===== config.mk =====
export PLATFORM = sky130hd
export DESIGN_NAME = bde_front
export DESIGN_NICKNAME = d
export VERILOG_FILES = /design/src/hdl/bde_pkg.sv /design/src/hdl/bde_front.sv
export SDC_FILE = /design/constraint.sdc
export NUM_CORES = 1
export LEC_CHECK = 0
export BUFFER_PORTS_ARGS = -buffer_cell sky130_fd_sc_hd__buf_2
export CAP_MARGIN = 20
export CORE_MARGIN = 1
export CORE_UTILIZATION = 30
export DETAILED_ROUTE_END_ITERATION = 8
export PLACE_DENSITY = 0.51
export SETUP_SLACK_MARGIN = 0.15
export SKIP_CTS_REPAIR_TIMING = 1
export SLEW_MARGIN = 20
export SYNTH_ARGS = -nofsm -noshare
export SYNTH_HDL_FRONTEND = slang
export SYNTH_SLANG_ARGS = --single-unit

===== constraint.sdc =====
create_clock -name clk -period 16.5 [get_ports clk]
set_input_delay 2.475 -clock clk [delete_from_list [all_inputs] [get_ports clk]]
set_output_delay 2.475 -clock clk [all_outputs]
set_load 0.01 [all_outputs]

===== src/hdl/bde_pkg.sv =====
// shared types, codes and constants for the b-spline de boor evaluator
// no dependencies
package bde_pkg;

  localparam int MAX_POINTS_DEF = 64;
  localparam int MAX_KNOTS_DEF  = 128;
  localparam int MAX_DEGREE_DEF = 5;
  localparam int FRAC_BITS_DEF  = 16;

  localparam int          CFG_IDX_W       = 1;
  localparam logic [CFG_IDX_W-1:0] CFG_DEGREE     = 1'b0;
  localparam logic [CFG_IDX_W-1:0] CFG_MIN_HEIGHT = 1'b1;

  localparam logic [2:0]         DEGREE_RST     = 3'd3;
  localparam logic signed [31:0] MIN_HEIGHT_RST = 32'sd13107;

  localparam logic [1:0] ACT_CLEAR = 2'd0;
  localparam logic [1:0] ACT_POINT = 2'd1;
  localparam logic [1:0] ACT_KNOT  = 2'd2;
  localparam logic [1:0] ACT_EVAL  = 2'd3;

  localparam logic [1:0] ST_OK      = 2'd0;
  localparam logic [1:0] ST_DROPPED = 2'd1;
  localparam logic [1:0] ST_FULL    = 2'd2;
  localparam logic [1:0] ST_INVALID = 2'd3;

  typedef struct packed {
    logic [1:0]         action;
    logic signed [31:0] point_x;
    logic signed [31:0] point_y;
    logic signed [31:0] point_z;
    logic signed [31:0] knot_value;
    logic signed [31:0] u_param;
  } in_item_t;

  typedef struct packed {
    logic [1:0]         status;
    logic signed [31:0] pos_x;
    logic signed [31:0] pos_y;
    logic signed [31:0] pos_z;
    logic               end_reached;
  } out_item_t;

  typedef enum logic [2:0] {
    K_CLEAR,
    K_POINT,
    K_DROP,
    K_KNOT,
    K_EVAL
  } kind_t;

  typedef struct packed {
    kind_t    kind;
    in_item_t item;
  } q_entry_t;

  typedef struct packed {
    logic       busy;
    logic [1:0] count;
  } fr_stat_t;

  typedef enum logic [3:0] {
    S_IDLE,
    S_START,
    S_END,
    S_CLAMP,
    S_SRCH,
    S_SRCH_W,
    S_LOAD,
    S_LOAD_W,
    S_KA,
    S_KB,
    S_KC,
    S_DIV,
    S_MUL,
    S_ADD,
    S_OUT
  } bk_state_t;

endpackage


===== src/hdl/bde_front.sv =====
// front end: accepts input transactions, classifies them, two entry queue
// depends on bde_pkg
module bde_front (
  input  logic                clk,
  input  logic                rst_n,
  input  logic                in_push,
  output logic                in_full,
  input  bde_pkg::in_item_t   in_data,
  input  logic signed [31:0]  min_height,
  output logic                q_valid,
  output bde_pkg::q_entry_t   q_head,
  input  logic                q_pop,
  output bde_pkg::fr_stat_t   fr_stat
);
  import bde_pkg::*;

  q_entry_t   ent_r [2];
  logic       wr_ptr_r, rd_ptr_r;
  logic [1:0] count_r;
  logic       push_ok, pop_ok;
  kind_t      kind;

  assign in_full = (count_r == 2'd2);
  assign push_ok = in_push && !in_full;
  assign q_valid = (count_r != 2'd0);
  assign pop_ok  = q_pop && q_valid;
  assign q_head  = ent_r[rd_ptr_r];

  assign fr_stat.busy  = q_valid;
  assign fr_stat.count = count_r;

  always_comb begin
    case (in_data.action)
      ACT_CLEAR: kind = K_CLEAR;
      ACT_POINT: kind = (in_data.point_z < min_height) ? K_DROP : K_POINT;
      ACT_KNOT:  kind = K_KNOT;
      ACT_EVAL:  kind = K_EVAL;
      default:   kind = K_EVAL;
    endcase
  end

  always_ff @(posedge clk) begin
    if (push_ok) begin
      ent_r[wr_ptr_r] <= '{kind: kind, item: in_data};
    end
  end

  always_ff @(posedge clk) begin
    if (!rst_n) begin
      wr_ptr_r <= 1'b0;
      rd_ptr_r <= 1'b0;
      count_r  <= 2'd0;
    end else begin
      if (push_ok) wr_ptr_r <= ~wr_ptr_r;
      if (pop_ok)  rd_ptr_r <= ~rd_ptr_r;
      case ({push_ok, pop_ok})
        2'b10:   count_r <= count_r + 2'd1;
        2'b01:   count_r <= count_r - 2'd1;
        default: count_r <= count_r;
      endcase
    end
  end

endmodule


==> results by group, run 1 <==
Logic synthesis
  – Flop and latch count out of synthesis: 335
  – Post-Syn Instances: 659
  – Synth warn: 0
  – Async set or reset register ratio after synthesis: 0%
  – EDFF count, synth: 330
  – Synth Cell Area: 12900 um2
  – Cell accounting for the most synthesized area: edfxtp_1
  – Syn nets: 889
  – Cell variety after synth: 37
  – Avg Inst Size Synth: 19.6 um2
  – Register area share after synthesis: 77.5%
  – Most used DFF post-synth: edfxtp_1
  – Top cells by area, synth: edfxtp_1, mux2_2, ha_1
  – Top cell type's share of synthesized area: 76.7%

STA
  – Final hold violations: 0
  – Clock skew: 0.00823 ns
  – Fin crit share: 31.6%
  – Slew Limit Fails: 0
  – Rel. slew slack: 41.2%
  – Setup TNS: 0 ns
  – Post-layout min period: 5.21 ns
  – # setup viols final: 0
  – RSZ-0062 raised after global routing: no
  – Max frequency: 0.192 GHz
  – Worst-margin pin slew: 0.882 ns

Route
  – Number of vias per cell: 4.42
  – Initial DRT Pass Iterations: 4
  – DRC: 0
  – WL final: 28700 um
  – DRT iter0 DRCs: 337
  – ANT nets after route: 0
  – Drt wl/cell: 17.7 um
  – DR vias: 7162

Worst hold path
  – Worst Hold Depth: 2
  – Worst hold start: count_r[1]
  – Worst hold path class: reg -> reg
  – Hold EP: count_r[1]

Setup path
  – CP max FO: 61
  – Critical-path cell list: buf_4 -> mux2_2 -> buf_2
  – Worst r2r dst: ent_r[0][121]
  – Worst R2R Start: count_r[0]
  – Setup CP Type: reg -> out
  – Crit-path leading delay family: buffers and inverters
  – Reg2Reg Setup Slack: 13.90 ns
  – R2R depth: 4
  – CP max-delay cell: dfxtp_4
  – Crit. End Element: primary output
  – Slowest cell delay on critical path: 0.79 ns
  – Startpoint types: register
  – Req. time, crit path: 14.03 ns
  – Critical path buffers and inverters: 2
  – Crit path DAT: 2.74 ns

Global route
  – Largest net degree at the start of global routing: 143
  – GR Util met3: 5.34%
  – Most Crowded Layer GR: met2
  – Total global routing overflow: 0
  – Gr usage total: 12.8%
  – Antenna violations before repair: 3
  – Routing usage on met1: 15.6%
  – First-pass GRT wire length: 42900 um
  – Vias in the first global route: 7403
  – Met2 Resource Use GR: 20.9%

Floorplan
  – FP Rows: 75
  – Initial Utilization: 30.6%
  – Chip height: 210 um
  – DIE AREA: 43900 um2
  – Core outline area: 42200 um2
  – Die Wd: 210 um
  – Boundary pin count: 368

Clock network
  – TritonCTS clock tree: yes
  – TritonCTS buffer count: 39
  – Worst-Skew Late Latency: 0.53 ns
  – Worst-path clk slew: 0.06 ns
  – Max Root-Sink Buffers: 3
  – H-tree lvl count: 2
  – CTS sink count: 335
  – Root Buffer: clkbuf_16

Finish
  – Area grow syn2layout: 28.8%
  – Fin cells: 1622
  – Final net count: 1283
  – Antenna diode count: 0
  – Design area: 16600 um2
  – Seq. cell area: 10000 um2
  – Fill cell count: 4016
  – Multi-input gate area: 2730 um2
  – Share of cells above drive strength 1: 55.3%

Power and ir drop
  – Peak VDD IR: 0.0749 mV
  – Pleak: 6.39 nW
  – PwrDens: 153 nW/um2

Job
  – Max Cap Viol: 0

Place
  – # port buffers: 367
  – Dpl hpwl: 19000 um
  – # placed instances: 1551
  – Placed cell area: 15400 um2
  – Routability cong.: 0.732

Outcome
  – Status: completed
-- layout by cell type (no fill, tap or decap), types with 5 or more instances in the layout --
cell | synthesis | routed
nand2_1 | 11 | 11
buf_2 | 0 | 367
clkbuf_1 | 18 | 9
mux2_2 | 165 | 165
inv_1 | 33 | 33
clkbuf_16 | 0 | 41
a21oi_1 | 10 | 10
edfxtp_1 | 330 | 330
clkinv_1 | 0 | 7
clkinv_2 | 0 | 5
nand3_1 | 5 | 5
ha_1 | 32 | 32
-- per-stage QoR --
stage	total power [mW]	setup WS, ns	hold WS, ns	util [%]
finish	2.54	11.29	0.542	39.4
global route	2.67	11.09	0.573	39.4
CTS	2.60	11.17	0.546	39.4
detailed placement	1.77	11.70	0.527	36.5
global placement	1.76	11.71	0.520	36.5
floorplan	1.53	6.38	0.504	-
-- cell type report --
class                      instances  share of cell area [%]
multi-input combinational        272                    16.4
timing repair buffer             372                    11.3
clock inverter                    19                   0.797
sequential                       335                    60.2
inverter                          33                   0.744
tap                              539                    4.05
clock buffer                      52                    6.53
-- how the worst max path moves through the flow --
stage	end	slack, ns	depth (start not counted)
2_1_floorplan	ent_r[0][0]	6.38	2
3_3_place_gp	ent_r[0][163]	11.71	8
3_5_place_dp	ent_r[0][163]	11.70	8
4_1_cts	q_head[109]	11.17	3
5_1_grt	q_head[149]	11.09	3
6_report	q_head[119]	11.29	3
-- logic make-up after synthesis --
group,after synthesis,share of synthesized area (%)
buffers and inverters,52,1.54
adders and majority gates,32,3.10
AOI/OAI and AO/OA,28,1.39
DFF,335,77.5
muxes,165,14.4
xor gates and xnor gates,3,0.203
and+or+nand+nor,44,1.92
-- power breakdown --
part	switching, mW	internal [mW]	total (mW)	leakage (nW)
sequential	0.0439	1.08	1.12	3.13
combinational	0.328	0.283	0.611	2.66
clock	0.332	0.481	0.812	0.596
-- synthesized netlist by cell type, drive strengths merged, types with 2 or more instances --
| master | count |
|---|---|
| a21oi | 10 |
| nand4 | 4 |
| clkbuf | 18 |
| and2 | 4 |
| nand2b | 3 |
| xnor2 | 3 |
| nor2b | 4 |
| a21o | 2 |
| o21ai | 4 |
| or3 | 4 |
| edfxtp | 330 |
| nor3 | 2 |
| ha | 32 |
| nand3 | 5 |
| nand2 | 11 |
| dfxtp | 5 |
| a31oi | 2 |
| o211ai | 2 |
| nor2 | 4 |
| mux2 | 165 |
| inv | 33 |
-- sequential cells by signal (all words and copies together), names as in the netlist, named ones only --
register  cells
wr_ptr_r      1
ent_r       330
count_r       2
rd_ptr_r      1
-- worst min-delay path, cell delays in order (launching register included) --
cell and delay (ns):
dfxtp_1 0.34, o21ai_0 0.08, a21boi_0 0.07
-- routing by layer --
metal  vias to the layer above  routed length [um]
li1                       3359                   -
met1                      3493               12000
met2                       264               13600
met3                        40                2560
met4                         6                 451
met5                         -                  32
Power figures use the tool's default switching activity.
==> inputs of run 2 (changes only) <==
PLACE_DENSITY = 0.53   (was 0.51)
clock period = 4.75 ns   (was 16.5 ns; I/O delays follow)
==> run 2 against run 1 <==
Compared with the run above: via count is 0.43% lower; critical path depth stayed put; worst setup slack worse by 9.5 ns; global-route usage is 0.29 points lower; sequential share of layout area is 0.30 points lower; non-clock buffer count is 2 higher; critical path type unchanged; largest cell class unchanged.
==> results by group, run 2 (synthesis gave the netlist of run 1 again) <==
Route
  – DRC: 0
  – DR vias: 7131
  – DRT iter0 DRCs: 313
  – WL final: 28000 um
  – Number of vias per cell: 4.40
  – Drt wl/cell: 17.3 um
  – ANT nets after route: 0
  – Initial DRT Pass Iterations: 6

Place
  – Routability cong.: 0.781
  – Dpl hpwl: 18800 um
  – # port buffers: 367

Power and ir drop
  – Peak VDD IR: 0.256 mV
  – Pleak: 6.41 nW
  – PwrDens: 537 nW/um2

Finish
  – Max reg flops: 330
  – Final net count: 1283
  – Top flop regs: ent_r x330, count_r x2
  – Share of cells above drive strength 1: 55.4%
  – Post-layout util: 39.6%
  – Fill cell count: 3951
  – Commonest non-fill, non-tap cell in the layout: buf_2
  – Commonest cells after routing, fill and taps aside: buf_2, edfxtp_1, mux2_2
  – Top reg by flops: ent_r
  – Area grow syn2layout: 29.5%

Worst hold path
  – Worst hold path class: in -> reg

STA
  – Post-layout min period: 2.98 ns
  – Clock skew: 0.0118 ns
  – Fin crit share: 62.7%
  – Setup TNS: 0 ns
  – Max frequency: 0.336 GHz
  – Worst-margin pin slew: 0.965 ns
  – # setup viols final: 0
  – Slew Limit Fails: 0
  – Final hold violations: 0
  – RSZ-0062 raised after global routing: no
  – Rel. slew slack: 35.7%

Outcome
  – Status: completed

Clock network
  – Worst-Skew Late Latency: 0.54 ns
  – Max Root-Sink Buffers: 3
  – TritonCTS clock tree: yes
  – Worst-path clk slew: 0.06 ns
  – TritonCTS buffer count: 37
  – Root Buffer: clkbuf_16
  – CTS sink count: 335
  – H-tree lvl count: 2

Global route
  – Antenna violations before repair: 4
  – Total global routing overflow: 0
  – Gr usage total: 12.6%
  – Largest net degree at the start of global routing: 101
  – Vias in the first global route: 7363
  – First-pass GRT wire length: 41900 um

Floorplan
  – Initial Utilization: 30.6%
  – Boundary pin count: 368
  – DIE AREA: 43900 um2
  – Die Wd: 210 um
  – Core outline area: 42200 um2
  – FP Rows: 75
  – Chip height: 210 um

Setup path
  – Worst r2r dst: ent_r[0][100]
  – Critical path endpoint: q_head[105]
  – Req. time, crit path: 4.04 ns
  – Setup CP Type: reg -> out
  – CP max FO: 65
  – Crit path DAT: 2.27 ns
  – R2R depth: 4
  – Worst R2R Start: count_r[0]
  – Reg2Reg Setup Slack: 2.71 ns
  – Crit. End Element: primary output
  – Startpoint types: register

Job
  – Max Cap Viol: 0
run 2: changes by cell type in the layout (fill, tap and decap cells not counted):
cell / change
inv_6: -1
clkinv_8: +1
diode_2: +1
clkinv_1: -2
clkinvlp_4: +1
buf_4: -2
bufinv_16: +5
clkbuf_1: -1
clkbuf_8: -2
clkbuf_16: -3
clkinv_4: -4
buf_12: +4
run 2: area by class of cell:
type	instances	area, um2	share of cell area, %
Clock buffer	46	981	5.86
Tap cell	539	674	4.03
Multi-Input combinational cell	272	2730	16.3
Timing Repair Buffer	374	1950	11.7
Antenna cell	1	2.50	0.0150
Inverter	33	124	0.741
Clock inverter	19	255	1.53
Sequential cell	335	10000	59.9
run 2: critical path, stage by stage, from the launching register on:
cell	delay [ns]
dfxtp_4	0.70
buf_12	0.38
mux2_2	0.41
buf_2	0.15
run 2: how the worst min path moves through the flow:
stage / slack, ns / depth (start not counted) / from / endpoint
floorplan: 0.50 / 2 / rd_ptr_r / register
global placement: 0.52 / 2 / count_r[1] / count_r[1]
detailed placement: 0.52 / 2 / rd_ptr_r / rd_ptr_r
CTS: 0.31 / 1 / in_data[48] / ent_r[0][48]
global route: 0.33 / 1 / in_data[136] / ent_r[1][136]
finish: 0.36 / 1 / in_data[122] / ent_r[0][122]
run 2: report_power, final:
part,internal [mW],switching [mW],leakage [nW]
logic,1.01,1.18,2.68
clock network,1.79,1.13,0.597
registers,3.73,0.131,3.13
total,6.54,2.45,6.41
run 2: stage by stage:
step | hold WS (ns) | std cells | power [mW] | cell area [um2] | setup WS, ns
finish | 0.358 | 1619 | 8.98 | 16700 | 1.77
global route | 0.331 | 1618 | 9.41 | 16700 | 1.63
CTS | 0.310 | 1618 | 9.16 | 16700 | 1.66
detailed placement | 0.523 | 1553 | 6.19 | 15500 | 1.80
global placement | 0.516 | 1553 | 6.17 | 15500 | 1.84
floorplan | 0.504 | 659 | 5.24 | 12900 | 1.06
run 2: routing by layer:
metal / track usage, % / wire length (um) / vias up
met5: 0 / 41 / -
met3: 4.65 / 2550 / 51
met2: 20.8 / 13500 / 253
met1: 14.8 / 11300 / 3466
li1: - / - / 3355
met4: 4.96 / 672 / 6
